**src/design/sobth_pkg.sv**
```systemverilog
// sobth_pkg: shared types, register codes and constants of the sobel edge threshold block
// no dependencies; imported by every module of the block but sobth_ram
package sobth_pkg;

	localparam int MAX_WIDTH_DEF = 1024;

	// configuration register widths and reset values
	localparam int FW_BITS       = 11;
	localparam int FH_BITS       = 12;
	localparam int TH_BITS       = 11;
	localparam int CFG_IDX_BITS  = 2;
	localparam int CFG_DATA_BITS = 12;

	localparam logic [FW_BITS-1:0] FRAME_WIDTH_RST    = 11'd640;
	localparam logic [FH_BITS-1:0] FRAME_HEIGHT_RST   = 12'd480;
	localparam logic [TH_BITS-1:0] EDGE_THRESHOLD_RST = 11'd150;

	localparam logic [CFG_IDX_BITS-1:0] REG_FRAME_WIDTH    = 2'd0;
	localparam logic [CFG_IDX_BITS-1:0] REG_FRAME_HEIGHT   = 2'd1;
	localparam logic [CFG_IDX_BITS-1:0] REG_EDGE_THRESHOLD = 2'd2;

	// item kinds
	localparam logic KIND_PIXEL = 1'b0;
	localparam logic KIND_FLUSH = 1'b1;

	// where the new window column comes from
	localparam logic [1:0] SRC_ROW0  = 2'd0; // first row: all three from the pixel
	localparam logic [1:0] SRC_ROW1  = 2'd1; // second row: top and mid from previous line
	localparam logic [1:0] SRC_FULL  = 2'd2; // both line stores plus the pixel
	localparam logic [1:0] SRC_DRAIN = 2'd3; // bottom row replicated from previous line

	localparam logic [7:0] EDGE_ON  = 8'd255;
	localparam logic [7:0] EDGE_OFF = 8'd0;

	localparam int OUT_DEPTH = 8;
	localparam int GRAD_BITS = 11;
	localparam int LINE_BITS = 16; // {prev, prev2}

	typedef logic [7:0] pix_t;

	// one window column: [0] top, [1] mid, [2] bottom
	typedef logic [2:0][7:0] col_t;

	typedef struct packed {
		logic kind;
		pix_t pixel_in;
	} in_item_t;

	typedef struct packed {
		pix_t edge_pixel;
		logic frame_last;
	} out_item_t;

	// per-transfer control from the sequencer to the window stage
	typedef struct packed {
		logic       valid;
		logic       wr;
		logic       push;
		logic       emit;
		logic       sel_l;
		logic       sel_r;
		logic       last;
		logic [1:0] src;
		pix_t       pix;
	} ctl_t;

	// neighbourhood handed to the gradient stages
	typedef struct packed {
		logic valid;
		logic last;
		col_t l;
		col_t r;
		pix_t m_top;
		pix_t m_bot;
	} win_t;

endpackage

```
**src/design/sobth_fifo.sv**
```systemverilog
// sobth_fifo: small output queue that decouples result delivery from the pipeline
// depends on sobth_pkg
module sobth_fifo (
	input  logic                                       clk,
	input  logic                                       arst_n,
	input  logic                                       push,
	input  sobth_pkg::out_item_t                       push_item,
	output logic                                       out_valid,
	input  logic                                       out_ready,
	output sobth_pkg::out_item_t                       out_data,
	output logic [$clog2(sobth_pkg::OUT_DEPTH+1)-1:0]  count
);
	import sobth_pkg::*;

	localparam int PW = $clog2(OUT_DEPTH);
	localparam int NW = $clog2(OUT_DEPTH + 1);

	out_item_t      mem_q [OUT_DEPTH];
	logic [PW-1:0]  head_q, tail_q;
	logic [NW-1:0]  count_q;
	logic           pop;

	assign out_valid = (count_q != '0);
	assign out_data  = mem_q[head_q];
	assign pop       = out_valid && out_ready;
	assign count     = count_q;

	always_ff @(posedge clk) begin
		if (push) begin
			mem_q[tail_q] <= push_item;
		end
	end

	always_ff @(posedge clk or negedge arst_n) begin
		if (!arst_n) begin
			head_q  <= '0;
			tail_q  <= '0;
			count_q <= '0;
		end else begin
			if (push) begin
				tail_q <= (tail_q == PW'(OUT_DEPTH - 1)) ? '0 : tail_q + 1'b1;
			end
			if (pop) begin
				head_q <= (head_q == PW'(OUT_DEPTH - 1)) ? '0 : head_q + 1'b1;
			end
			case ({push, pop})
				2'b10:   count_q <= count_q + 1'b1;
				2'b01:   count_q <= count_q - 1'b1;
				default: count_q <= count_q;
			endcase
		end
	end

endmodule

```
**config.mk**
```make
export PLATFORM = sky130hd
export DESIGN_NAME = sobth_fifo
export DESIGN_NICKNAME = d
export VERILOG_FILES = /design/src/design/sobth_pkg.sv /design/src/design/sobth_fifo.sv
export SDC_FILE = /design/constraint.sdc
export NUM_CORES = 1
export LEC_CHECK = 0
export BUFFER_PORTS_ARGS = -buffer_cell sky130_fd_sc_hd__buf_2
export CAP_MARGIN = 5
export CORE_ASPECT_RATIO = 1.25
export CORE_MARGIN = 10
export CORE_UTILIZATION = 45
export DETAILED_ROUTE_END_ITERATION = 8
export GPL_TIMING_DRIVEN = 0
export HOLD_SLACK_MARGIN = 0.03
export PLACE_DENSITY = 0.64
export SLEW_MARGIN = 20
export SYNTH_ARGS = -nofsm -noshare
export SYNTH_HDL_FRONTEND = slang
export SYNTH_SLANG_ARGS = --single-unit
```
**constraint.sdc**
```tcl
create_clock -name clk -period 2.58 [get_ports clk]
set_input_delay 0.387 -clock clk [delete_from_list [all_inputs] [get_ports clk]]
set_output_delay 0.387 -clock clk [all_outputs]
set_load 0.05 [all_outputs]
```
==> metrics.txt <==
Critical Path Sink Type flip-flop; PortBufs 26; post-synth top area share 64.0%; Initial Util 45.9%; Fin. Hold Viols 0; Syn. warnings 0; worst-skew pair later-pin latency 0.33 ns; DP HPWL 4310 um; commonest non-fill, non-tap cell in the layout edfxtp_1; Sink Count 82; Post-Synthesis Cell Area 3380 um2; global route total overflow 0; die width 97.5 um; max-slew violations 0; I/O Pins 27; 1st-iter DRT viols 99; worst-case clock buffer depth 2; Core Box Area 7360 um2; die height 117 um; Slew @ Worst Pin 1.04 ns; Worst-path clk slew 0.08 ns; via count 1688; area grow syn2layout 13.4%; Post-Syn Nets 186; Detailed Route WL 6270 um; # diodes 0; Synth area leader edfxtp_1; Clock Skew 0.00668 ns; RSZ-0062 raised after global routing no; outcome finished clean; crit-path max FO 8; Post-layout nets 226; DR pass1 iterations 4; first-pass GRT wire length 9980 um; final worst slack 0.125 ns; Req. time, crit path 2.82 ns; count of state elements after synthesis 82; Tot GR Track Use 11.4%; Mapped Cells 166; die area 11400 um2; final setup fails 0; wire length per cell 20.7 um; fin util 52.1%; kind of critical path flip-flop to flip-flop; max cap viols 0; CTS buffer count 9; synth top area cells edfxtp_1 64%, dfrtp_1 7.4%, mux4_2 7.3%; FP Rows 35; Mean Syn Cell Area 20.3 um2; setup TNS 0 ns; Peak VDD IR 0.721 mV; PwrDens 1170 nW/um2; Max-slew headroom 30.7%; Main synth FF type edfxtp_1; drt drc 0; H-Tree Depth 3; Final Cycle Share 95.2%; Distinct cells, synth 32; RePlAce Congestion 0.710; commonest cells after routing, fill and taps aside 72 x edfxtp_1, 27 x buf_2, 15 x mux2_2, 11 x mux4_2, 9 x clkbuf_8; leakage power 0.00134 uW; min-delay worst type input port to flip-flop; Worst Path Arrival 2.69 ns; TritonCTS clock tree done; CTS Root Cell clkbuf_8; startpoint types flip-flop; DP Worst Slack 0.132 ns; ANT nets after route 0; vias in the first global route 1801; post-synthesis async set-or-reset flop share 12.2%; crit path time final 2.46 ns; initial antenna violation count 0; Post-synth EDFFs 72; Post-CTS Repair Setup Buffers 0; layout cells sized above 1 37.9%; Max Clk Rate 0.407 GHz; largest net degree at the start of global routing 14; vias per cell 5.57; Seq/Total Area, Yosys 71.4%
## cell usage after synthesis (all sizes together) (2+ instances only)
library cell,number
mux2,15
nor3,2
buf,5
dfrtp,10
nand2,4
edfxtp,72
or4,2
xnor2,2
inv,4
mux4,18
ha,7
nand2b,3
nor2,8
## cell families (layout without fill, tap and decap cells)
kind of cell    after synthesis  after routing  synth area share (%)
flops                        82             82                  71.4
mux                          34             34                  18.1
simple gates                 23             23                  3.78
buf+inv                      10             55                  1.63
fa+ha+maj                     7              7                  2.59
compound gates                7              7                  1.70
xor+xnor                      3              3                 0.778
## area by class of cell
type	instances	area (um2)
clock buffer	9	124
buffer	6	43.8
multi-input combinational	74	925
timing repair buffer	29	155
fill	589	3530
tap	92	115
sequential	82	2420
clock inverter	7	36.3
inverter	4	15.0
## sequential cells by signal (all words and copies together) (netlist names)
signal  count
tail_q      3
count       4
mem_q      72
head_q      3
## power breakdown
part	leakage [uW]	switching [uW]	total [uW]	internal, uW
Clock	0.0000775	422	758	336
Combinational	0.000494	1180	1900	719
Sequential	0.000769	145	1830	1690
Total	0.00134	1740	4480	2740
## critical path, cell delays in order, from the launching register on
cell and delay (ns):
dfrtp_2 0.46, or4_4 0.56, nand2_4 0.11, inv_1 0.06, ha_1 0.28, clkbuf_2 0.17, or4b_1 0.47, a21o_1 0.17
o221ai_1 0.07
## per-layer routing
metal | share of wire, % | global-route usage (%) | vias to the layer above
li1 | - | - | 760
met1 | 41 | 12.9 | 882
met2 | 54 | 20.7 | 39
met3 | 3.6 | 2.29 | 7
met4 | 1.4 | 4.66 | 0
met5 | 0 | 0 | -
## stage by stage
step	instances	instance area [um2]	hold WS [ns]	power, uW
finish	303	3830	0.324	4480
global route	303	3830	0.320	4730
CTS	303	3830	0.307	4550
detailed placement	286	3660	0.263	3780
global placement	284	3630	0.250	3680
floorplan	166	3390	0.0914	3300
## repair_timing
item,CTS,global route
hold endpoints to repair,10,0
endpoints found under the setup margin,9,0
hold buffers,1,0
resized for setup,1,0
## final timing paths
path / from / endpoint / slack [ns] / cells after the start
setup / recovery: count[0] / count[3] / 0.12 / 8
hold / removal: push_item[8] / mem_q[6][8] / 0.32 / 1
setup reg to reg: count[0] / count[3] / 0.12 / 8
hold reg to reg: count[0] / count[0] / 0.55 / 1
max in group asynchronous: arst_n / count[3] / 1.93 / 2
min in group asynchronous: arst_n / tail_q[2] / 0.44 / 2
No activity file was read; power rests on OpenSTA's default activity.
