[config.mk]
export PLATFORM = sky130hd
export DESIGN_NAME = sobth_window
export DESIGN_NICKNAME = d
export VERILOG_FILES = /design/src/design/sobth_pkg.sv /design/src/design/sobth_window.sv
export SDC_FILE = /design/constraint.sdc
export NUM_CORES = 1
export LEC_CHECK = 0
export ABC_AREA = 1
export BUFFER_PORTS_ARGS = -buffer_cell sky130_fd_sc_hd__buf_2
export CORE_MARGIN = 2
export CORE_UTILIZATION = 55
export DETAILED_ROUTE_END_ITERATION = 12
export PLACE_DENSITY = 0.9
export SLEW_MARGIN = 10
export SYNTH_ARGS = -nofsm -noshare
export SYNTH_HDL_FRONTEND = slang
export SYNTH_SLANG_ARGS = --single-unit
[constraint.sdc]
create_clock -name clk -period 1.55 [get_ports clk]
set_input_delay 0.31 -clock clk [delete_from_list [all_inputs] [get_ports clk]]
set_output_delay 0.31 -clock clk [all_outputs]
set_load 0.005 [all_outputs]
[src/design/sobth_pkg.sv]
// sobth_pkg: shared types, register codes and constants of the sobel edge threshold block
// no dependencies; imported by every module of the block but sobth_ram
package sobth_pkg;

	localparam int MAX_WIDTH_DEF = 1024;

	// configuration register widths and reset values
	localparam int FW_BITS       = 11;
	localparam int FH_BITS       = 12;
	localparam int TH_BITS       = 11;
	localparam int CFG_IDX_BITS  = 2;
	localparam int CFG_DATA_BITS = 12;

	localparam logic [FW_BITS-1:0] FRAME_WIDTH_RST    = 11'd640;
	localparam logic [FH_BITS-1:0] FRAME_HEIGHT_RST   = 12'd480;
	localparam logic [TH_BITS-1:0] EDGE_THRESHOLD_RST = 11'd150;

	localparam logic [CFG_IDX_BITS-1:0] REG_FRAME_WIDTH    = 2'd0;
	localparam logic [CFG_IDX_BITS-1:0] REG_FRAME_HEIGHT   = 2'd1;
	localparam logic [CFG_IDX_BITS-1:0] REG_EDGE_THRESHOLD = 2'd2;

	// item kinds
	localparam logic KIND_PIXEL = 1'b0;
	localparam logic KIND_FLUSH = 1'b1;

	// where the new window column comes from
	localparam logic [1:0] SRC_ROW0  = 2'd0; // first row: all three from the pixel
	localparam logic [1:0] SRC_ROW1  = 2'd1; // second row: top and mid from previous line
	localparam logic [1:0] SRC_FULL  = 2'd2; // both line stores plus the pixel
	localparam logic [1:0] SRC_DRAIN = 2'd3; // bottom row replicated from previous line

	localparam logic [7:0] EDGE_ON  = 8'd255;
	localparam logic [7:0] EDGE_OFF = 8'd0;

	localparam int OUT_DEPTH = 8;
	localparam int GRAD_BITS = 11;
	localparam int LINE_BITS = 16; // {prev, prev2}

	typedef logic [7:0] pix_t;

	// one window column: [0] top, [1] mid, [2] bottom
	typedef logic [2:0][7:0] col_t;

	typedef struct packed {
		logic kind;
		pix_t pixel_in;
	} in_item_t;

	typedef struct packed {
		pix_t edge_pixel;
		logic frame_last;
	} out_item_t;

	// per-transfer control from the sequencer to the window stage
	typedef struct packed {
		logic       valid;
		logic       wr;
		logic       push;
		logic       emit;
		logic       sel_l;
		logic       sel_r;
		logic       last;
		logic [1:0] src;
		pix_t       pix;
	} ctl_t;

	// neighbourhood handed to the gradient stages
	typedef struct packed {
		logic valid;
		logic last;
		col_t l;
		col_t r;
		pix_t m_top;
		pix_t m_bot;
	} win_t;

endpackage

[src/design/sobth_window.sv]
// sobth_window: line memory write-back, 3x3 window shift and neighbourhood selection
// depends on sobth_pkg; fed by sobth_ctrl and the line memory read port
module sobth_window #(
	parameter int AW = 10
) (
	input  logic                               clk,
	input  logic                               arst_n,
	input  sobth_pkg::ctl_t                    ctl_s1,
	input  logic [AW-1:0]                      addr_s1,
	input  logic [sobth_pkg::LINE_BITS-1:0]    rdata,
	output logic                               we,
	output logic [AW-1:0]                      waddr,
	output logic [sobth_pkg::LINE_BITS-1:0]    wdata,
	output sobth_pkg::win_t                    win_s2
);
	import sobth_pkg::*;

	pix_t prev, prev2;
	col_t col_new;
	col_t win_q [3]; // [0] oldest column, [2] newest

	assign prev  = rdata[15:8];
	assign prev2 = rdata[7:0];

	always_comb begin
		case (ctl_s1.src)
			SRC_ROW0:  col_new = {ctl_s1.pix, ctl_s1.pix, ctl_s1.pix};
			SRC_ROW1:  col_new = {ctl_s1.pix, prev, prev};
			SRC_FULL:  col_new = {ctl_s1.pix, prev, prev2};
			SRC_DRAIN: col_new = {prev, prev, prev2};
			default:   col_new = {ctl_s1.pix, prev, prev2};
		endcase
	end

	// shift line: current line moves down into the older store
	assign we    = ctl_s1.valid && ctl_s1.wr;
	assign waddr = addr_s1;
	assign wdata = {ctl_s1.pix, prev};

	always_ff @(posedge clk or negedge arst_n) begin
		if (!arst_n) begin
			win_q[0] <= '0;
			win_q[1] <= '0;
			win_q[2] <= '0;
		end else if (ctl_s1.valid && ctl_s1.push) begin
			win_q[0] <= win_q[1];
			win_q[1] <= win_q[2];
			win_q[2] <= col_new;
		end
	end

	// left is an old column, right the newest after the shift or the one before it
	always_ff @(posedge clk or negedge arst_n) begin
		if (!arst_n) begin
			win_s2 <= '0;
		end else begin
			win_s2.valid <= ctl_s1.valid && ctl_s1.emit;
			win_s2.last  <= ctl_s1.last;
			win_s2.l     <= ctl_s1.sel_l ? win_q[2] : win_q[1];
			win_s2.r     <= ctl_s1.sel_r ? col_new : win_q[2];
			win_s2.m_top <= win_q[2][0];
			win_s2.m_bot <= win_q[2][2];
		end
	end

endmodule

==> impl_results.md <==
* Peak VDD IR at 0.8584 mV
* Drt pass-1 iters at 5
* Total grt overflow at 0
* Slew HR at 62.97%
* Buffers and inverters on the worst path at 1
* # Post-CTS Setup Buffers at 0
* Worst setup SP type: flop
* Crit-path slowest cell: dfrtp_1
* GPL Wtd Cong at 0.9060
* Top Ports at 138
* Initial core utilization at 56.43%
* Tmin final at 1.364 ns
* Vias in the first global route at 3652
* Share of cells above drive strength 1 at 28.62%
* Distinct cells, synth at 19
* Final slew viol count at 0
* CP Class: flop to output port
* Syn Nets at 539
* Commonest non-fill, non-tap cells in the layout: 168 x nand2_1, 116 x buf_2, 114 x dfrtp_1
* Utilization after layout at 69.27%
* Core region area at 0.008175 mm^2
* Routed wire length per instance at 16.38 um
* Die width at 95.59 um
* Initial DRC Count at 365
* Setup tns final at 0 ns
* Routed vias at 3796
* Measured slew at the worst slew-check pin at 0.5555 ns
* Max stage delay on crit path at 0.40 ns
* Synth area leader: dfrtp_1
* CP Capture Type: output port
* CTS tree: built
* Total CTS buffers at 17
* Vias per Instance at 5.377
* CTS Buffer Depth at 2
* Pre-CTS WS at 0.2369 ns
* Clock-pin slew on the worst setup and hold paths at 0.05 ns
* Crit-path max FO at 1
* Worst EP required at 1.24 ns
* CTS Root Cell: clkbuf_8
* Num Clock Sinks at 114
* Number of H-tree levels at 4
* Share of the synthesized area in the top cell type at 61.84%
* Final worst setup slack at 0.1864 ns
* Commonest non-fill, non-tap cell in the layout: nand2_1
* Final Power at 8.135 mW
* Seq cells post-synth at 114
* Nets at 634
* Final Instance Area at 0.005663 mm^2
* Ys Warns at 0
* Hold/Removal Path Class: input pin to flop
* Global-route wire length before repair at 18120 um
* Fillers at 590
* FMAX at 733.3 MHz
* Clock latency on the worst-skew pair at 0.51 ns
* Final period utilization at 87.98%
* PortBufs at 117
* ANT nets after route at 0
* Dominant cells by area after synthesis: dfrtp_1 62%, nand2_1 14%, buf_4 4.6%
* Avg Cell Area, Syn at 9.338 um^2
* Die area at 0.009136 mm^2
* # resized after CTS at 0
* Skew final at 0.004441 ns
* Mapped cell area at 0.004613 mm^2
* Post-DP HPWL at 7277 um
* Row count at 33
* Max cap viols at 0
* CP Data Arrival Time at 1.05 ns
* Final hold vios at 0
* Power per cell area at 1436 mW/mm^2
* Status: complete, no violations
* Leakage at 3.062 nW
* Crit path cell chain: buf_2
* Final setup violating endpoints at 0
* Sequential area share after synthesis at 61.84%
* Die Span Y at 95.59 um
* Initial antenna violation count at 0
* Ant diodes at 0
* Routed WL at 11560 um
* DRC viols at 0
* Cell family with most CP delay: flip-flops
* RSZ-0062 raised after global routing: false
* Post-Syn Instances at 494
* Largest net degree at the start of global routing at 115
* DP Area at 0.005094 mm^2
* GRT Resource Usage Total at 27.06%
* Syn-to-layout area delta at 22.76%
[metrics by stage]
step,instances,hold slack [ns]
after floorplan,494,0.01441
after global placement,672,0.4139
after detailed placement,672,0.4194
after CTS,706,0.009262
after global routing,706,0.03960
final,706,0.02474
[final cells by class]
cell class | count | area, um^2 | share of cell area (%)
tap | 105 | 131.4 | 2.320
clock inverter | 9 | 56.30 | 0.9943
sequential | 114 | 2853 | 50.38
timing repair buffer | 126 | 713.2 | 12.59
clock buffer | 22 | 483.0 | 8.529
inverter | 37 | 138.9 | 2.452
multi-input combinational | 293 | 1287 | 22.74
[cells by family after synthesis]
| group | Yosys count | share of synthesized area [%] |
|---|---|---|
| DFF | 114 | 61.84 |
| AOI/OAI and AO/OA | 80 | 9.656 |
| and+or+nand+nor | 213 | 18.25 |
| buffers and inverters | 87 | 10.25 |
[state kept, by name, indices dropped and copies added, names as in the netlist]
| signal | cells |
|---|---|
| win_q | 48 |
| win_s2 | 66 |
[where the power goes]
| group | leakage, nW | switching [mW] | internal [mW] |
|---|---|---|---|
| Combinational | 1.38 | 0.634 | 0.424 |
| Sequential | 1.41 | 0.242 | 3.40 |
| Clock | 0.264 | 1.29 | 2.15 |
| Total | 3.06 | 2.16 | 5.97 |
[routing by layer]
metal	track usage, %	part of all wire (%)	vias to the layer above
met1	33.40	38	1809
met4	13.45	4.5	0
li1	-	-	1713
met3	7.984	8.4	54
met5	0	0	-
met2	43.53	49	220
[final timing paths]
check / slack, ns / startpoint / end / cells after the start
max reg2reg: 0.73 / win_q[8]$_DFFE_PN0P_ / win_q[32]$_DFFE_PN0P_ / 2
max in group asynchronous: 0.73 / arst_n / win_q[17]$_DFFE_PN0P_ / 3
max: 0.19 / win_s2[17]$_DFF_PN0_ / win_s2[17] / 1
min in group asynchronous: 0.43 / arst_n / win_s2[26]$_DFF_PN0_ / 3
min reg2reg: 0.45 / win_q[7]$_DFFE_PN0P_ / win_s2[15]$_DFF_PN0_ / 0
min: 0.02 / ctl_s1[16] / win_s2[65]$_DFF_PN0_ / 3
[repair_timing]
action                                 CTS  global route
hold buffers                             3             0
setup endpoints to repair                0             0
endpoints found under the hold margin  116             0
[Yosys cell counts]
| library cell | n |
|---|---|
| nand2_1 | 168 |
| dfrtp_1 | 114 |
| o21ai_0 | 38 |
| inv_1 | 36 |
| buf_4 | 28 |
| a21oi_1 | 24 |
| nor2_1 | 24 |
| nand3_1 | 16 |
| buf_2 | 12 |
| o21ai_2 | 12 |
| o21ai_1 | 6 |
| clkbuf_1 | 5 |
| nand2_2 | 3 |
| buf_1 | 2 |
| buf_6 | 2 |
| buf_8 | 1 |
| inv_2 | 1 |
| nand2_4 | 1 |
| nor2_4 | 1 |
No activity file was read; power rests on OpenSTA's default activity.
