File: src/design/sobth_pkg.sv
// sobth_pkg: shared types, register codes and constants of the sobel edge threshold block
// no dependencies; imported by every module of the block but sobth_ram
package sobth_pkg;

	localparam int MAX_WIDTH_DEF = 1024;

	// configuration register widths and reset values
	localparam int FW_BITS       = 11;
	localparam int FH_BITS       = 12;
	localparam int TH_BITS       = 11;
	localparam int CFG_IDX_BITS  = 2;
	localparam int CFG_DATA_BITS = 12;

	localparam logic [FW_BITS-1:0] FRAME_WIDTH_RST    = 11'd640;
	localparam logic [FH_BITS-1:0] FRAME_HEIGHT_RST   = 12'd480;
	localparam logic [TH_BITS-1:0] EDGE_THRESHOLD_RST = 11'd150;

	localparam logic [CFG_IDX_BITS-1:0] REG_FRAME_WIDTH    = 2'd0;
	localparam logic [CFG_IDX_BITS-1:0] REG_FRAME_HEIGHT   = 2'd1;
	localparam logic [CFG_IDX_BITS-1:0] REG_EDGE_THRESHOLD = 2'd2;

	// item kinds
	localparam logic KIND_PIXEL = 1'b0;
	localparam logic KIND_FLUSH = 1'b1;

	// where the new window column comes from
	localparam logic [1:0] SRC_ROW0  = 2'd0; // first row: all three from the pixel
	localparam logic [1:0] SRC_ROW1  = 2'd1; // second row: top and mid from previous line
	localparam logic [1:0] SRC_FULL  = 2'd2; // both line stores plus the pixel
	localparam logic [1:0] SRC_DRAIN = 2'd3; // bottom row replicated from previous line

	localparam logic [7:0] EDGE_ON  = 8'd255;
	localparam logic [7:0] EDGE_OFF = 8'd0;

	localparam int OUT_DEPTH = 8;
	localparam int GRAD_BITS = 11;
	localparam int LINE_BITS = 16; // {prev, prev2}

	typedef logic [7:0] pix_t;

	// one window column: [0] top, [1] mid, [2] bottom
	typedef logic [2:0][7:0] col_t;

	typedef struct packed {
		logic kind;
		pix_t pixel_in;
	} in_item_t;

	typedef struct packed {
		pix_t edge_pixel;
		logic frame_last;
	} out_item_t;

	// per-transfer control from the sequencer to the window stage
	typedef struct packed {
		logic       valid;
		logic       wr;
		logic       push;
		logic       emit;
		logic       sel_l;
		logic       sel_r;
		logic       last;
		logic [1:0] src;
		pix_t       pix;
	} ctl_t;

	// neighbourhood handed to the gradient stages
	typedef struct packed {
		logic valid;
		logic last;
		col_t l;
		col_t r;
		pix_t m_top;
		pix_t m_bot;
	} win_t;

endpackage

File: src/design/sobth_grad.sv
// sobth_grad: two-stage sobel gradient, magnitude and threshold compare
// depends on sobth_pkg; takes the neighbourhood from sobth_window
module sobth_grad (
	input  logic                             clk,
	input  logic                             arst_n,
	input  sobth_pkg::win_t                  win_s2,
	input  logic [sobth_pkg::TH_BITS-1:0]    edge_threshold,
	output logic                             res_valid,
	output sobth_pkg::out_item_t             res_item
);
	import sobth_pkg::*;

	logic [9:0]                  sum_l, sum_r, sum_b, sum_t;
	logic signed [GRAD_BITS-1:0] gx, gy, gx_s3, gy_s3;
	logic [9:0]                  ax, ay;
	logic [10:0]                 mag;
	logic                        valid_s3, last_s3;

	always_comb begin
		sum_l = {2'b0, win_s2.l[0]} + {1'b0, win_s2.l[1], 1'b0} + {2'b0, win_s2.l[2]};
		sum_r = {2'b0, win_s2.r[0]} + {1'b0, win_s2.r[1], 1'b0} + {2'b0, win_s2.r[2]};
		sum_b = {2'b0, win_s2.l[2]} + {1'b0, win_s2.m_bot, 1'b0} + {2'b0, win_s2.r[2]};
		sum_t = {2'b0, win_s2.l[0]} + {1'b0, win_s2.m_top, 1'b0} + {2'b0, win_s2.r[0]};
		gx    = $signed({1'b0, sum_l}) - $signed({1'b0, sum_r});
		gy    = $signed({1'b0, sum_b}) - $signed({1'b0, sum_t});
	end

	always_ff @(posedge clk or negedge arst_n) begin
		if (!arst_n) begin
			valid_s3 <= 1'b0;
		end else begin
			valid_s3 <= win_s2.valid;
		end
	end

	always_ff @(posedge clk) begin
		gx_s3   <= gx;
		gy_s3   <= gy;
		last_s3 <= win_s2.last;
	end

	// |gx| and |gy| stay within 1020
	always_comb begin
		ax  = gx_s3[GRAD_BITS-1] ? 10'(-gx_s3) : gx_s3[9:0];
		ay  = gy_s3[GRAD_BITS-1] ? 10'(-gy_s3) : gy_s3[9:0];
		mag = {1'b0, ax} + {1'b0, ay};
	end

	assign res_valid           = valid_s3;
	assign res_item.edge_pixel = (mag > edge_threshold) ? EDGE_ON : EDGE_OFF;
	assign res_item.frame_last = last_s3;

endmodule

File: config.mk
export PLATFORM = sky130hd
export DESIGN_NAME = sobth_grad
export DESIGN_NICKNAME = d
export VERILOG_FILES = /design/src/design/sobth_pkg.sv /design/src/design/sobth_grad.sv
export SDC_FILE = /design/constraint.sdc
export NUM_CORES = 1
export LEC_CHECK = 0
export BUFFER_PORTS_ARGS = -buffer_cell sky130_fd_sc_hd__buf_2
export CAP_MARGIN = 20
export CORE_UTILIZATION = 50
export DETAILED_ROUTE_END_ITERATION = 8
export MAX_ROUTING_LAYER = met4
export PLACE_DENSITY = 0.75
export SYNTH_ARGS = -nofsm -noshare
export SYNTH_HDL_FRONTEND = slang
export SYNTH_SLANG_ARGS = --single-unit
File: constraint.sdc
create_clock -name clk -period 6.2 [get_ports clk]
set_clock_uncertainty 0.1 [all_clocks]
set_input_delay 1.86 -clock clk [delete_from_list [all_inputs] [get_ports clk]]
set_output_delay 1.86 -clock clk [all_outputs]
set_load 0.05 [all_outputs]
==> metrics.md, run 1 <==
| Metric | Value |
|---|---|
| Total wire length after detailed routing | `between 6000 and 7000 um` |
| Number of buffers created by CTS | `3` |
| Combined area of the multi-input logic cells | `~2900 um2` |
| CTS resizes | `0` |
| Wire length on met1 | `around 3000 um` |
| Full die area | `~7900 um2` |
| Number of maximum-capacitance constraint violations | `0` |
| Clock-pin slew of the registers on the worst-case setup and hold paths | `approximately 0.080 ns` |
| Syn Area/Cell | `between 9 and 10 um2` |
| Highest clock frequency the design can meet | `170.1 MHz` |
| Data arrival time of the worst path | `roughly 3.9 ns` |
| Sum of met2 wire segment lengths after detailed routing | `about 3500 um` |
| Ratio of cells with drive above 1 in the final layout | `approximately a fifth` |
| Average detailed-routed wire length per instance | `between 10 and 15 um` |
| Via count of the first global-routing pass | `between 2k and 3k` |
| Antenna violations before repair | `0` |
| DP HPWL | `6296 um` |
| Clk Tree Root Cell | `clkbuf_8` |
| Synthesized instance count | `390` |
| Critical path capture point type | `output port` |
| Sum of met3 wire segment lengths after detailed routing | `around 250 um` |
| Number of enable-type register cells in the synthesized netlist | `0` |
| CORE AREA | `roughly 7300 um2` |
| Ordered list of cells on the worst path | `nor2_1 > nand3_1 > o21ai_0 > xnor2_1 > ha_1 > nor2b_1 > a311oi_2 > a21oi_1 > xor2_1 > ha_1 > nand4_1 > nor2b_1 > nand2_1 > o221ai_1 > o21ba_2 > buf_2` |
| Horizontal extent of the die | `slightly below 90 um` |
| Fill count | `between 600 and 700` |
| Number of synthesis warnings | `0` |
| Max Transition Viols Final | `0` |
| Post-cts hold buffer count | `0` |
| Number of placement rows | `31` |
| Total global routing overflow | `0` |
| Via total after detailed routing | `between 2k and 3k` |
| Number of endpoints with negative hold slack in the final report | `0` |
| Effective utilization at floorplan | `51.87%` |
| Clock sink total | `24` |
| TritonCTS clock tree | `yes` |
| RePlAce Congestion | `0.8058` |
| Vias per std cell | `roughly 5` |
| Post-synthesis cell area | `around 3800 um2` |
| Most frequent cells in the layout | `buf_2 (88), inv_1 (78), fa_1 (63)` |
| Antenna cell count | `0` |
| Critical Path Max Stage Delay | `between 0.3 and 0.4 ns` |
| Final setup violating endpoints | `0` |
| Slew headroom | `69.15%` |
| Run status | `finished, final reports clean` |
| Slew at the pin closest to its max-slew limit | `~0.46 ns` |
| First DRT Iteration DRCs | `111` |
| Number of buffers inserted by post-CTS setup repair | `0` |
| Post-synth net total | `579` |
| Share of flip-flops with an asynchronous set or reset | `~4.2%` |
| Sequential share of the synthesized area | `12.83%` |
| H-Tree Depth | `1` |
| Top sig layer | `met4` |
| Area added between synthesis and finish | `14.59%` |
| Gr usage total | `about a fifth` |
| Most common cell after layout, fill and taps aside | `buf_2` |
| I/O Pins | `89` |
| Largest driver fanout on the critical path | `8` |
| Global-route wire length before repair | `11640 um` |
| Die span in y | `a little under 90 um` |
| Startpoint Class | `register` |
| Number of port buffers | `88` |
| Top_reg_cell synth | `dfxtp_1` |
| Largest net degree at the start of global routing | `14` |
| Setup repair after global routing missed its margin | `no` |
| Number of synthesized register bits | `24` |
| Aggregate negative setup slack | `0 ns` |
| Total area of sequential cells | `roughly 490 um2` |
| Final period util | `a little over nine tenths` |
| Number of buffers between clock root and the deepest sink | `2` |
| Cell type of the slowest stage on the worst timing path | `o21ai_0` |
| First-pass iteration count of the detailed router | `4` |
| Kind of critical path | `reg2out` |
| DRC | `0` |
| Worst hold-check path type | `in2async` |
| Distinct cell type count after synthesis | `38` |
| DRT antenna net count | `0` |
| Data required time at the worst endpoint | `roughly 4.2 ns` |
| Net count reported at finish | `662` |
| Min cycle time layout | `~5.9 ns` |
-- final timing paths --
check | cells after the start | to | slack (ns) | startpoint
worst min-delay path | 1 | res_valid | 1.25 | arst_n
worst max-delay path | 16 | res_item[4] | 0.32 | gx_s3[3]
min in group clk | 1 | last_s3 | 1.59 | win_s2[64]
max in group asynchronous | 1 | res_valid | 4.67 | arst_n
-- layout make-up --
cell class / instances / share of cell area, %
multi-input cells: 278 / 67.75
flip-flops and latches: 24 / 11.20
repair buffers: 88 / 10.16
inverters: 78 / 6.755
well taps: 99 / 2.858
clock buffers: 4 / 1.270
-- metrics by stage --
stage / setup WS, ns / hold WS, ns / util (%) / std cells / instance area [um2]
floorplan: 0.7324 / 1.464 / - / 390 / 3782
global placement: 0.7690 / 1.535 / 58.68 / 567 / 4279
detailed placement: 0.6449 / 1.537 / 58.68 / 567 / 4279
CTS: 0.3276 / 1.254 / 59.44 / 571 / 4334
global route: 0.1103 / 1.246 / 59.44 / 571 / 4334
finish: 0.3216 / 1.249 / 59.44 / 571 / 4334
-- critical path: cells and delay by family (launching register included) --
family	cells	cell delay (ns)
buffers and inverters	1	0.28
and+or+nand+nor	6	0.78
xor gates and xnor gates	2	0.28
adders and majority gates	2	0.69
DFF	1	0.34
AOI/OAI and AO/OA	5	1.28
-- per-layer routing --
layer / track usage, % / vias to the layer above
li1: - / 1425
met1: 23.52 / 1347
met2: 34.62 / 67
met5: - / -
met3: 2.216 / 10
met4: 3.752 / 0
-- cell usage after synthesis (all sizes together) (3+ instances only) --
| cell type | instances | area share (%) |
|---|---|---|
| a21o | 6 | 1.2 |
| a21oi | 14 | 1.9 |
| buf | 8 | 1.6 |
| dfxtp | 23 | 12 |
| fa | 63 | 33 |
| ha | 47 | 16 |
| inv | 78 | 7.7 |
| nand2 | 15 | 1.5 |
| nand2b | 3 | 0.50 |
| nand3 | 11 | 1.5 |
| nor2 | 19 | 1.9 |
| nor2b | 8 | 1.3 |
| nor3 | 3 | 0.40 |
| o2111ai | 3 | 0.69 |
| o211ai | 3 | 0.60 |
| o21a | 5 | 0.99 |
| o21ai | 12 | 1.6 |
| o31ai | 4 | 0.79 |
| o41ai | 5 | 1.4 |
| or3 | 4 | 0.66 |
| xnor2 | 29 | 6.7 |
| xor2 | 7 | 1.6 |
-- cell families (layout without fill, tap and decap cells) --
family,Yosys count,count (layout),synth area share [%]
adder cells (fa/ha/maj),110,110,48.89
buffers and inverters,88,170,9.527
AND/OR/NAND/NOR,69,69,8.832
AO/OA/AOI/OAI,63,63,11.58
XOR/XNOR,36,36,8.336
flip-flops,24,24,12.83
-- flip-flops by register name, indices dropped and copies added, names as in the netlist --
signal,cells
res_valid,1
gy_s3,11
last_s3,1
gx_s3,11
Power of run 1 is left out: the tool's default activity adds up to more than one toggle a clock period on the data nets, which glitch-free logic cannot reach.
==> run 2: changes to the inputs <==
--- a/constraint.sdc
+++ b/constraint.sdc
@@ -4,2 +4,2 @@
 set_output_delay 1.86 -clock clk [all_outputs]
-set_load 0.05 [all_outputs]
+set_load 0.02 [all_outputs]
==> metrics.md, run 2 (same netlist as run 1, synthesis figures left out) <==
| Metric | Value |
|---|---|
| Placed Area | `approximately 4300 um2` |
| Vias per std cell | `approximately 5.0` |
| Startpoint Class | `register` |
| Most frequent cells in the layout | `buf_2 (88), inv_1 (78), fa_1 (63)` |
| Clk Tree Root Cell | `clkbuf_8` |
| Largest net degree at the start of global routing | `14` |
| Die span in y | `88.98 um` |
| Number of buffers between clock root and the deepest sink | `2` |
| Run status | `finished, final reports clean` |
| Slew at the pin closest to its max-slew limit | `between 0.4 and 0.5 ns` |
| Setup repair after global routing missed its margin | `no` |
| DP HPWL | `between 6000 and 7000 um` |
| Largest registers | `gx_s3 x11, gy_s3 x11` |
| Highest clock frequency the design can meet | `approximately 170 MHz` |
| Average detailed-routed wire length per instance | `11.93 um` |
| Data arrival time of the worst path | `about 3.9 ns` |
| Global-route wire length before repair | `between 10000 and 15000 um` |
| RePlAce Congestion | `0.7985` |
| Ratio of cells with drive above 1 in the final layout | `roughly 21%` |
| Cell area after layout | `between 4000 and 5000 um2` |
| Antenna violations before repair | `0` |
| First DRT Iteration DRCs | `between 100 and 150` |
| DRC | `0` |
| DRT antenna net count | `0` |
| Fill count | `approximately 680` |
| I/O Pins | `89` |
| Number of port buffers | `88` |
| H-Tree Depth | `1` |
| Final period util | `a little over nine tenths` |
| Layout Utilization | `roughly three fifths` |
| Aggregate negative setup slack | `0 ns` |
| Gr usage total | `19.74%` |
| Number of placement rows | `31` |
| Area added between synthesis and finish | `14.59%` |
| CTS resizes | `0` |
| Clock sink total | `24` |
| Total wire length after detailed routing | `between 6000 and 7000 um` |
| Largest driver fanout on the critical path | `8` |
| Net count reported at finish | `~660` |
| Post-cts hold buffer count | `0` |
| Via total after detailed routing | `between 2k and 3k` |
| Via count of the first global-routing pass | `2918` |
| Clock-pin slew of the registers on the worst-case setup and hold paths | `approximately 0.070 ns` |
| Total global routing overflow | `0` |
| Number of endpoints with negative hold slack in the final report | `0` |
| Number of buffers created by CTS | `3` |
| Number of buffers inserted by post-CTS setup repair | `0` |
| Slew headroom | `68.46%` |
| First-pass iteration count of the detailed router | `4` |
| Max Transition Viols Final | `0` |
| Critical path capture point type | `output port` |
| TritonCTS clock tree | `yes` |
| Most common cell after layout, fill and taps aside | `buf_2` |
| Full die area | `7917 um2` |
| Number of maximum-capacitance constraint violations | `0` |
| Horizontal extent of the die | `~89 um` |
| Antenna cell count | `0` |
| Min cycle time layout | `around 5.8 ns` |
| Kind of critical path | `reg2out` |
| CORE AREA | `7292 um2` |
| Final setup violating endpoints | `0` |
| Data required time at the worst endpoint | `around 4.2 ns` |
| Effective utilization at floorplan | `51.87%` |
| Worst hold-check path type | `in2async` |
## run 2: worst max-delay path, cell delays in order, from the launching register on
cell and delay (ns):
dfxtp_1 0.34, inv_1 0.09, ha_1 0.16, nand2_1 0.07, or3_1 0.35, o31ai_1 0.26
xnor2_1 0.10, ha_1 0.35, and3_1 0.22, a31oi_1 0.18, nand3_1 0.12, xor2_1 0.16
ha_1 0.29, nand4_1 0.12, nor2b_1 0.13, nand2_1 0.08, o221ai_1 0.18, o21ba_2 0.22
buf_2 0.18
## run 2: layer usage
layer / up-vias / GRT usage (%) / share of wire, %
met1: 1374 / 24.05 / 42
li1: 1425 / - / -
met5: - / - / 0
met4: 0 / 2.453 / 0.68
met2: 73 / 36.50 / 53
met3: 6 / 1.939 / 3.7
## run 2: worst paths after layout
path | slack, ns | end | start
setup / recovery | 0.37 | res_item[7] | gx_s3[0]
hold / removal | 1.26 | res_valid | arst_n
max in group asynchronous | 4.66 | res_valid | arst_n
min in group clk | 1.60 | last_s3 | win_s2[64]
## run 2: stage by stage
stage          hold WS [ns]  setup slack [ns]  instances
6_report              1.259            0.3740        571
5_1_grt               1.248            0.1491        571
4_1_cts               1.254            0.4028        571
3_5_place_dp          1.537            0.7083        567
3_3_place_gp          1.535            0.8649        567
2_1_floorplan         1.464            0.9377        390
## run 2: final cells by class
type	instances	area, um2	share of cell area, %
repair buffers	88	440.4	10.16
clock buffers	4	55.05	1.270
multi-input cells	278	2937	67.75
inverters	78	292.8	6.755
well taps	99	123.9	2.858
flip-flops and latches	24	485.5	11.20
Power of run 2 is left out for the same reason.
