[src/design/sobth_pkg.sv]
// sobth_pkg: shared types, register codes and constants of the sobel edge threshold block
// no dependencies; imported by every module of the block but sobth_ram
package sobth_pkg;

	localparam int MAX_WIDTH_DEF = 1024;

	// configuration register widths and reset values
	localparam int FW_BITS       = 11;
	localparam int FH_BITS       = 12;
	localparam int TH_BITS       = 11;
	localparam int CFG_IDX_BITS  = 2;
	localparam int CFG_DATA_BITS = 12;

	localparam logic [FW_BITS-1:0] FRAME_WIDTH_RST    = 11'd640;
	localparam logic [FH_BITS-1:0] FRAME_HEIGHT_RST   = 12'd480;
	localparam logic [TH_BITS-1:0] EDGE_THRESHOLD_RST = 11'd150;

	localparam logic [CFG_IDX_BITS-1:0] REG_FRAME_WIDTH    = 2'd0;
	localparam logic [CFG_IDX_BITS-1:0] REG_FRAME_HEIGHT   = 2'd1;
	localparam logic [CFG_IDX_BITS-1:0] REG_EDGE_THRESHOLD = 2'd2;

	// item kinds
	localparam logic KIND_PIXEL = 1'b0;
	localparam logic KIND_FLUSH = 1'b1;

	// where the new window column comes from
	localparam logic [1:0] SRC_ROW0  = 2'd0; // first row: all three from the pixel
	localparam logic [1:0] SRC_ROW1  = 2'd1; // second row: top and mid from previous line
	localparam logic [1:0] SRC_FULL  = 2'd2; // both line stores plus the pixel
	localparam logic [1:0] SRC_DRAIN = 2'd3; // bottom row replicated from previous line

	localparam logic [7:0] EDGE_ON  = 8'd255;
	localparam logic [7:0] EDGE_OFF = 8'd0;

	localparam int OUT_DEPTH = 8;
	localparam int GRAD_BITS = 11;
	localparam int LINE_BITS = 16; // {prev, prev2}

	typedef logic [7:0] pix_t;

	// one window column: [0] top, [1] mid, [2] bottom
	typedef logic [2:0][7:0] col_t;

	typedef struct packed {
		logic kind;
		pix_t pixel_in;
	} in_item_t;

	typedef struct packed {
		pix_t edge_pixel;
		logic frame_last;
	} out_item_t;

	// per-transfer control from the sequencer to the window stage
	typedef struct packed {
		logic       valid;
		logic       wr;
		logic       push;
		logic       emit;
		logic       sel_l;
		logic       sel_r;
		logic       last;
		logic [1:0] src;
		pix_t       pix;
	} ctl_t;

	// neighbourhood handed to the gradient stages
	typedef struct packed {
		logic valid;
		logic last;
		col_t l;
		col_t r;
		pix_t m_top;
		pix_t m_bot;
	} win_t;

endpackage

[src/design/sobth_ctrl.sv]
// sobth_ctrl: raster position counters, frame size latch and per-transfer decisions
// depends on sobth_pkg; drives the line memory read and the window stage control
module sobth_ctrl #(
	parameter int MAX_WIDTH = sobth_pkg::MAX_WIDTH_DEF
) (
	input  logic                             clk,
	input  logic                             arst_n,
	input  logic                             accept,
	input  sobth_pkg::in_item_t              item,
	input  logic [sobth_pkg::FW_BITS-1:0]    frame_width,
	input  logic [sobth_pkg::FH_BITS-1:0]    frame_height,
	output logic                             rd_en,
	output logic [$clog2(MAX_WIDTH)-1:0]     rd_addr,
	output sobth_pkg::ctl_t                  ctl_s1,
	output logic [$clog2(MAX_WIDTH)-1:0]     addr_s1
);
	import sobth_pkg::*;

	localparam int AW = $clog2(MAX_WIDTH);
	localparam int CW = $clog2(MAX_WIDTH + 1);

	logic [CW-1:0]      in_col_q, out_col_q, lat_w_q;
	logic [FH_BITS-1:0] in_row_q, out_row_q, lat_h_q;
	logic               drain_q;

	logic [CW-1:0]      in_col_d, out_col_d, lat_w_d;
	logic [FH_BITS-1:0] in_row_d, out_row_d, lat_h_d;
	logic               drain_d;

	logic [31:0]        fw32, w32;
	logic [CW-1:0]      w_new, w, c;
	logic [FH_BITS-1:0] h_new, h, r;
	logic [CW:0]        c_inc, oc_inc;
	logic [FH_BITS:0]   r_inc;
	logic               first, is_pix, is_flush, final_flush, c_zero, c_one;
	logic               emit, push, last;
	logic [1:0]         src;

	// size clamp for a new frame
	always_comb begin
		fw32 = 32'(frame_width);
		if (fw32 < 32'(2)) begin
			w32 = 32'(2);
		end else if (fw32 > 32'(MAX_WIDTH)) begin
			w32 = 32'(MAX_WIDTH);
		end else begin
			w32 = fw32;
		end
		w_new = w32[CW-1:0];
		h_new = (frame_height < FH_BITS'(2)) ? FH_BITS'(2) : frame_height;
	end

	always_comb begin
		first       = !drain_q && (in_row_q == '0) && (in_col_q == '0);
		w           = first ? w_new : lat_w_q;
		h           = first ? h_new : lat_h_q;
		c           = in_col_q;
		r           = in_row_q;
		c_inc       = {1'b0, c} + 1'b1;
		r_inc       = {1'b0, r} + 1'b1;
		oc_inc      = {1'b0, out_col_q} + 1'b1;
		is_pix      = accept && !drain_q && (item.kind == KIND_PIXEL);
		is_flush    = accept && drain_q && (item.kind == KIND_FLUSH);
		final_flush = is_flush && (c >= w);
		c_zero      = (c == '0);
		c_one       = (c == CW'(1));

		if (is_pix) begin
			emit = c_zero ? (r >= FH_BITS'(2)) : (r >= FH_BITS'(1));
		end else begin
			emit = is_flush;
		end
		push = is_pix || (is_flush && !final_flush);
		last = emit && (out_row_q == h - 1'b1) && (out_col_q == w - 1'b1);

		if (!is_pix) begin
			src = SRC_DRAIN;
		end else if (r == '0) begin
			src = SRC_ROW0;
		end else if (r == FH_BITS'(1)) begin
			src = SRC_ROW1;
		end else begin
			src = SRC_FULL;
		end

		in_col_d  = in_col_q;
		in_row_d  = in_row_q;
		out_col_d = out_col_q;
		out_row_d = out_row_q;
		lat_w_d   = lat_w_q;
		lat_h_d   = lat_h_q;
		drain_d   = drain_q;

		if (is_pix && first) begin
			lat_w_d   = w_new;
			lat_h_d   = h_new;
			out_col_d = '0;
			out_row_d = '0;
		end

		// output position advance, frame end resets the position counters and the drain flag
		if (emit) begin
			if (last) begin
				out_col_d = '0;
				out_row_d = '0;
				in_col_d  = '0;
				in_row_d  = '0;
				drain_d   = 1'b0;
			end else if (oc_inc >= {1'b0, w}) begin
				out_col_d = '0;
				out_row_d = out_row_q + 1'b1;
			end else begin
				out_col_d = oc_inc[CW-1:0];
			end
		end

		if (is_pix) begin
			if (c_inc >= {1'b0, w}) begin
				in_col_d = '0;
				if (r_inc >= {1'b0, h}) begin
					drain_d = 1'b1;
				end else begin
					in_row_d = r_inc[FH_BITS-1:0];
				end
			end else begin
				in_col_d = c_inc[CW-1:0];
			end
		end else if (is_flush && !final_flush) begin
			in_col_d = c_inc[CW-1:0];
		end
	end

	assign rd_en   = push;
	assign rd_addr = c[AW-1:0];

	always_ff @(posedge clk or negedge arst_n) begin
		if (!arst_n) begin
			in_col_q  <= '0;
			in_row_q  <= '0;
			out_col_q <= '0;
			out_row_q <= '0;
			lat_w_q   <= CW'(2);
			lat_h_q   <= FH_BITS'(2);
			drain_q   <= 1'b0;
			ctl_s1    <= '0;
		end else begin
			in_col_q     <= in_col_d;
			in_row_q     <= in_row_d;
			out_col_q    <= out_col_d;
			out_row_q    <= out_row_d;
			lat_w_q      <= lat_w_d;
			lat_h_q      <= lat_h_d;
			drain_q      <= drain_d;
			ctl_s1.valid <= is_pix || is_flush;
			ctl_s1.wr    <= is_pix;
			ctl_s1.push  <= push;
			ctl_s1.emit  <= emit;
			ctl_s1.sel_l <= c_one && !final_flush;
			ctl_s1.sel_r <= !c_zero && !final_flush;
			ctl_s1.last  <= last;
			ctl_s1.src   <= src;
			ctl_s1.pix   <= item.pixel_in;
		end
	end

	always_ff @(posedge clk) begin
		addr_s1 <= c[AW-1:0];
	end

endmodule

[config.mk]
export PLATFORM = sky130hd
export DESIGN_NAME = sobth_ctrl
export DESIGN_NICKNAME = d
export VERILOG_FILES = /design/src/design/sobth_pkg.sv /design/src/design/sobth_ctrl.sv
export SDC_FILE = /design/constraint.sdc
export NUM_CORES = 1
export LEC_CHECK = 0
export ABC_AREA = 1
export BUFFER_PORTS_ARGS = -buffer_cell sky130_fd_sc_hd__buf_2
export CORE_ASPECT_RATIO = 1.2
export CORE_MARGIN = 4
export CORE_UTILIZATION = 61
export CTS_BUF_LIST = sky130_fd_sc_hd__clkbuf_4 sky130_fd_sc_hd__clkbuf_8 sky130_fd_sc_hd__clkbuf_16
export DETAILED_ROUTE_END_ITERATION = 10
export PLACE_DENSITY = 0.82
export SYNTH_ARGS = -nofsm -noshare
export SYNTH_HDL_FRONTEND = slang
export SYNTH_SLANG_ARGS = --single-unit
export TNS_END_PERCENT = 30
[constraint.sdc]
create_clock -name clk -period 5.3 [get_ports clk]
set_clock_uncertainty 0.05 [all_clocks]
set_input_delay 1.06 -clock clk [delete_from_list [all_inputs] [get_ports clk]]
set_output_delay 1.06 -clock clk [all_outputs]
set_load 0.01 [all_outputs]
==> results by group, run 1 <==
Timing
  • Worst slew margin: 0.408
  • Max-slew violation count: 0
  • Setup TNS: 0 ps
  • Fin crit period: about 5000 ps
  • Period utilisation layout: 0.937
  • RSZ-0062 raised after global routing: false
  • Final hold viol count: 0
  • Worst Max-Slew Pin Slew: 885 ps
  • Fmax: 201 MHz
  • Setup Viol. Count Final: 0
  • Final hold slack: ~420 ps

Yosys
  • Synth area leader: dfrtp_1
  • Syn_area_per_cell: 6.97 um^2
  • Async set-reset flop share out of synthesis: 0.897
  • Top-count cell post-synth: nand2_1
  • Synth area leaders: dfrtp_1 (28%), nand2_1 (17%), ha_1 (9.2%)
  • Main synth FF type: dfrtp_1
  • Synth cell count leaders: nand2_1 (347), inv_1 (132), nand3_1 (105)
  • Post-synth EDFFs: 0
  • Synth unique cells: 46
  • Mapped cell area: around 7700 um^2
  • Syn_nets: between 1000 and 1500
  • Yosys warning total: 0
  • Synth Register Bits: 97
  • Share of the yosys chip area belonging to registers: 0.311
  • Post-synth top area share: 0.278
  • Post-synthesis cell count: 1098

Setup path
  • Peak fanout along the critical path: 17
  • Crit path launch: c[1]
  • RR Startpoint: c[1]
  • Crit path max-delay cell type: dfrtp_1
  • Critical-path cell list: inv_1, ha_1, nand3_2, nor2_4, nand2_2, nor2_8, nand2_2, nand2_2, inv_1, ha_1, o21ai_0, a21o_1, a21oi_1, o21ai_0, nand2_1, nand2_1, nand3_1, o311ai_0, nor2_1, nor2_4, inv_1, buf_2
  • Delay-heaviest family, CP: simple AND/OR/NAND/NOR gates
  • CP Launch Type: flip-flop
  • CP Capture Type: output pin
  • Buf/Inv on CP: 4
  • Slowest Stage Delay on Critical Path: 460 ps
  • WP data arrival: between 3000 and 4000 ps
  • Worst EP required: roughly 4200 ps
  • Critical path type: flip-flop to output pin

Final layout
  • Multi-input gate area in the final layout: approximately 4500 um^2
  • Cell area after layout: between 8000 and 9000 um^2
  • NumNets Final: 1255
  • Sequential standard cell area: approximately 2400 um^2
  • Diodes inserted: 0
  • Fill count: 1049
  • Area Overhead vs Synth: 10.0%
  • Layout cells sized above 1: 0.164
  • Non-filler instance count after layout: 1330

Clock network
  • Worst-path clk slew: 70 ps
  • CTS tree: yes
  • Cts bufs inserted: 9
  • Worst-Skew Late Latency: between 300 and 400 ps
  • Clk buf depth: 2
  • CTS H-tree lvls: 3
  • Hold-fix buffers, CTS: 0
  • Clock sink total: 97
  • Clock Root Buffer: clkbuf_16

Worst hold path
  • Hold Crit Class: flip-flop to flip-flop
  • Hold path start: lat_h_q[3]

Drt
  • DR top layer: met4
  • Met1 WL: roughly 7700 um
  • Routed WL: between 15000 and 20000 um
  • DR pass1 iterations: 6
  • Residual DRC count: 0
  • Metal2 WL: between 9000 and 10000 um
  • Vias/cell: about 5.4
  • Routed wl met3: ~1000 um
  • Vias: ~7200
  • WL/cell: around 15 um
  • DR iter-0 viols: about 430
  • Final antenna-violating net count: 0

Place
  • PortBufs: just over 70
  • Final HPWL DP: 15000 um
  • Placer Congestion: around 0.97
  • DP Area: just over 8000 um^2
  • Placed cell count: 1314

Run
  • Max-Cap Viols: 0

Pwr
  • Worst VDD drop: about 260 uV
  • Power per Cell Area: between 300 and 400 nW/um^2
  • Total power draw: roughly 0.0032 W
  • Leakage: 4.60 nW

Floorplan
  • Die Ht: roughly 130 um
  • Core area: about 12000 um^2
  • Ports: 73
  • DIE AREA: ~14000 um^2
  • Initial core utilization: 0.626
  • Row count: 44
  • Die Wd: 110 um

Global route
  • Global Route Usage Sum: 0.279
  • Vias in the first global route: between 6000 and 7000
  • Pin count of the biggest net entering global routing: 55
  • First-pass GRT wire length: between 30000 and 40000 um
  • Antenna violations before repair: 0
  • Gr ovfl total: 0

Status
  • Status: completed
[sequential cells by signal, summed over array words and instances, names as in the netlist]
signal / flops
out_col_q: 11
in_row_q: 12
lat_h_q: 12
lat_w_q: 11
c: 11
ctl_s1: 17
out_row_q: 12
drain_q: 1
addr_s1: 10
[area by class of cell]
type	count	area share
Multi-Input combinational cell	831	0.539
Sequential cell	97	0.283
Inverter	135	0.0602
Timing Repair Buffer	90	0.0591
Clock buffer	10	0.0276
Tap cell	161	0.0239
Clock inverter	6	0.00788
[routing by layer]
metal | vias up | track usage
li1 | 3629 | -
met1 | 3299 | 0.336
met2 | 245 | 0.485
met3 | 63 | 0.0373
met4 | 0 | 0.143
met5 | - | 0
[cell families after synthesis]
logic type      share of synthesized area
simple gates                        0.370
buf+inv                            0.0982
compound gates                     0.0874
flops                               0.311
fa+ha+maj                          0.0915
xor+xnor                           0.0418
[per-stage QoR]
step	util	setup WS [ps]
3_3_place_gp	0.664	188
4_1_cts	0.689	205
3_5_place_dp	0.664	71.7
6_report	0.689	334
5_1_grt	0.689	37.4
2_1_floorplan	-	976
[tightest hold or removal path: cells and delay by family (launching register included)]
kind	cells	cell delay, ps
flip-flops	1	350
AND/OR/NAND/NOR	2	100
[cells in the final DEF (no fill, tap or decap), types with 2 or more instances in the layout]
cell       instances
nand4_1           13
nand2_1          347
or2_2              2
nor2_4             7
a31oi_1            2
ha_1              56
nor3_1            13
a21o_1             2
o21bai_1           2
inv_6              2
and3_1             2
clkinv_2           2
nand2_2           24
a21oi_1           26
clkbuf_16          9
o21ai_1            3
o21ai_0           49
xor2_1            30
nand3b_1           5
dfrtp_1           85
xnor2_1            4
inv_1            132
nor3_2             3
o311ai_0           2
buf_2             71
nand3_1          105
dfxtp_1           10
inv_2              3
dfstp_2            2
nand3_2            4
nor2_2            10
buf_4             19
nand2_4            6
nor2_1            84
o21ai_2           20
[what timing repair did]
item | in CTS | in global routing
resized for setup | 1 | 1
setup buffers | 0 | 0
endpoints found under the setup margin | 1 | 1
pin swaps | 0 | 0
[worst paths after layout]
check	to	slack, ps	cells after the start
worst min register to register	lat_h_q[3]	420	2
min in group asynchronous	ctl_s1[4]	580	1
worst max register to register	in_row_q[11]	620	24
worst max-delay path	rd_en	330	22
max in group asynchronous	in_row_q[8]	3550	2
worst min-delay path	lat_h_q[3]	420	2
[power breakdown]
part | total, W | internal [W] | switching, W
sequential | 0.00103 | 0.000882 | 0.000152
clock | 0.000683 | 0.000375 | 0.000309
combinational | 0.00145 | 0.000536 | 0.000910
total | 0.00316 | 0.00179 | 0.00137
No activity file was read; power rests on OpenSTA's default activity.
==> run 2: changes to the inputs <==
--- a/config.mk
+++ b/config.mk
@@ -5,8 +5,8 @@
 export SDC_FILE = /design/constraint.sdc
 export NUM_CORES = 1
 export LEC_CHECK = 0
-export ABC_AREA = 1
 export BUFFER_PORTS_ARGS = -buffer_cell sky130_fd_sc_hd__buf_2
+export CAP_MARGIN = 15
 export CORE_ASPECT_RATIO = 1.2
 export CORE_MARGIN = 4
 export CORE_UTILIZATION = 61
==> results by group, run 2 <==
Final layout
  • Diodes inserted: 0
  • Layout cells sized above 1: 0.194
  • Register name with the most flops: ctl_s1
  • Area Overhead vs Synth: 14.4%
  • Max FFs per register: 17
  • Share of the core filled with cells: 0.713
  • Most common cell after layout, fill and taps aside: nand2_1
  • NumNets Final: about 1100
  • Most frequent cells in the layout: nand2_1 (106), dfrtp_1 (84), buf_2 (71)

Yosys
  • Top-count cell post-synth: nand2_1
  • Main synth FF type: dfrtp_1
  • Share of the yosys chip area belonging to registers: 0.315
  • Syn_area_per_cell: between 8 and 9 um^2
  • Post-synth EDFFs: 0
  • Post-synthesis cell count: ~880
  • Mapped cell area: around 7500 um^2
  • Synth cell count leaders: nand2_1 (106), dfrtp_1 (85), ha_1 (56)
  • Syn_nets: between 900 and 1000
  • Async set-reset flop share out of synthesis: 0.897
  • Post-synth top area share: 0.282
  • Synth area leaders: dfrtp_1 (28%), ha_1 (9.3%), nand2_1 (5.3%)
  • Synth Register Bits: 97
  • Synth area leader: dfrtp_1
  • Synth unique cells: between 70 and 80
  • Yosys warning total: 0

Setup path
  • Slowest Stage Delay on Critical Path: 530 ps
  • Peak fanout along the critical path: 11
  • CP Capture Type: flip-flop
  • WP data arrival: 5260 ps
  • Critical-path cell list: buf_2, or4_4, o41ai_2, mux2_2, ha_1, nor4b_1, xnor2_1, nor2_1, nor2_1, a311o_1, or3_1, a2111oi_0, and4b_2, nor2_1, a211o_1
  • Worst EP required: approximately 5500 ps
  • Crit path max-delay cell type: or4_4
  • Buf/Inv on CP: 1
  • Most common cell on crit path: nor2_1
  • Delay-heaviest family, CP: simple AND/OR/NAND/NOR gates
  • Critical path type: input port to flip-flop
  • CP Launch Type: input port

Drt
  • Residual DRC count: 0
  • DR pass1 iterations: 5
  • DR iter-0 viols: 454
  • Vias/cell: between 6 and 7
  • Vias: between 7000 and 8000
  • WL/cell: around 19 um
  • Final antenna-violating net count: 0
  • Routed WL: roughly 21000 um

Floorplan
  • DIE AREA: approximately 14000 um^2
  • Ports: 73
  • Die Ht: ~130 um
  • Initial core utilization: 0.623
  • Core area: approximately 12000 um^2
  • Row count: 44
  • Die Wd: approximately 110 um

Timing
  • Worst slew margin: 0.447
  • Setup ws final: roughly 220 ps
  • RSZ-0062 raised after global routing: false
  • Max-slew violation count: 0
  • Final hold viol count: 0
  • Setup Viol. Count Final: 0
  • Fmax: just under 200 MHz
  • Fin crit period: ~5100 ps
  • Setup TNS: 0 ps
  • Worst Max-Slew Pin Slew: 827 ps
  • Period utilisation layout: 0.958

Clock network
  • Cts bufs inserted: 9
  • Worst-Skew Late Latency: about 350 ps
  • Clock Root Buffer: clkbuf_16
  • Clock sink total: 97
  • CTS tree: yes
  • CTS H-tree lvls: 3
  • Clk buf depth: 2
  • Worst-path clk slew: roughly 70 ps

Place
  • Final HPWL DP: roughly 16000 um
  • Placer Congestion: about 0.99
  • Pre-CTS WS: -150 ps
  • PortBufs: 72

Pwr
  • Power per Cell Area: 564 nW/um^2
  • Worst VDD drop: between 200 and 300 uV
  • Total power draw: between 0.004 and 0.005 W
  • Leakage: roughly 4.1 nW

Global route
  • Gr ovfl total: 0
  • Global Route Usage Sum: 0.300
  • Antenna violations before repair: 0
  • Vias in the first global route: 6837
  • First-pass GRT wire length: 33800 um
  • Pin count of the biggest net entering global routing: between 50 and 60

Status
  • Status: completed

Worst hold path
  • Hold Crit Class: flip-flop to flip-flop

Run
  • Max-Cap Viols: 0
run 2: cell count changes after synthesis, sizes merged, moves of 25 or more:
| cell | before | now |
|---|---|---|
| nor2 | 102 | 55 |
| nand3 | 110 | 29 |
| inv | 135 | 15 |
| or3 | 0 | 25 |
| xnor2 | 4 | 36 |
| nand2b | 0 | 27 |
| nand2 | 378 | 106 |
| o21ai | 72 | 34 |
run 2: cells by family (layout without fill, tap and decap cells):
logic type                 count (synthesis)  count (layout)  synth area share
AOI/OAI and AO/OA                        212             212             0.193
xor gates and xnor gates                  54              54            0.0627
adders and majority gates                 56              56            0.0929
buffers and inverters                     66             156            0.0418
DFF                                       97              97             0.315
muxes                                     26              26            0.0362
and+or+nand+nor                          364             364             0.258
run 2: where the power goes:
group	leakage, nW	switching, W	internal, W
Combinational	2.74	0.00167	0.00131
Sequential	1.19	0.000266	0.000926
Clock	0.150	0.000306	0.000389
run 2: path summary, 6_finish.rpt:
| path | from | end | slack (ps) | depth (start not counted) |
|---|---|---|---|---|
| setup / recovery | frame_height[6] | c[6] | 220 | 15 |
| setup reg to reg | c[0] | c[6] | 330 | 17 |
| min in group asynchronous | arst_n | ctl_s1[4] | 610 | 1 |
| hold reg to reg | lat_w_q[10] | lat_w_q[10] | 420 | 2 |
| hold / removal | lat_w_q[10] | lat_w_q[10] | 420 | 2 |
| max in group asynchronous | arst_n | in_row_q[0] | 3450 | 2 |
run 2: timing repair:
item                       4_1_cts  5_1_grt
hold buffers                     0        0
pin swaps                        1        0
setup buffers                    1        1
hold endpoints to repair         0        0
gates resized for setup          0       14
setup endpoints to repair        1       45
run 2: metrics by stage:
stage                     cells  instance area, um^2  hold WS [ps]
final                      1126                 8630           422
after detailed placement   1108                 8240           407
after CTS                  1125                 8560           421
after floorplan             875                 7550           388
after global routing       1126                 8630           464
after global placement     1108                 8240           399
run 2: area by class of cell:
class / count / area, um^2
Multi-Input combinational cell: 712 / 4920
Timing Repair Buffer: 125 / 761
Fill cell: 943 / 3480
Clock inverter: 5 / 63.8
Tap cell: 161 / 201
Inverter: 15 / 56.3
Sequential cell: 97 / 2380
Clock buffer: 11 / 246
run 2: tightest hold or removal path, cell delays in order (launching register included):
cell and delay (ps):
dfrtp_1 350, nand2_1 50, nand2_1 50
run 2: metal layers:
| layer | up-vias | routed length (um) | GRT usage |
|---|---|---|---|
| li1 | 3367 | - | - |
| met1 | 3403 | 8540 | 0.382 |
| met2 | 302 | 10200 | 0.503 |
| met3 | 68 | 1510 | 0.0510 |
| met4 | 0 | 879 | 0.127 |
| met5 | - | 0 | 0 |
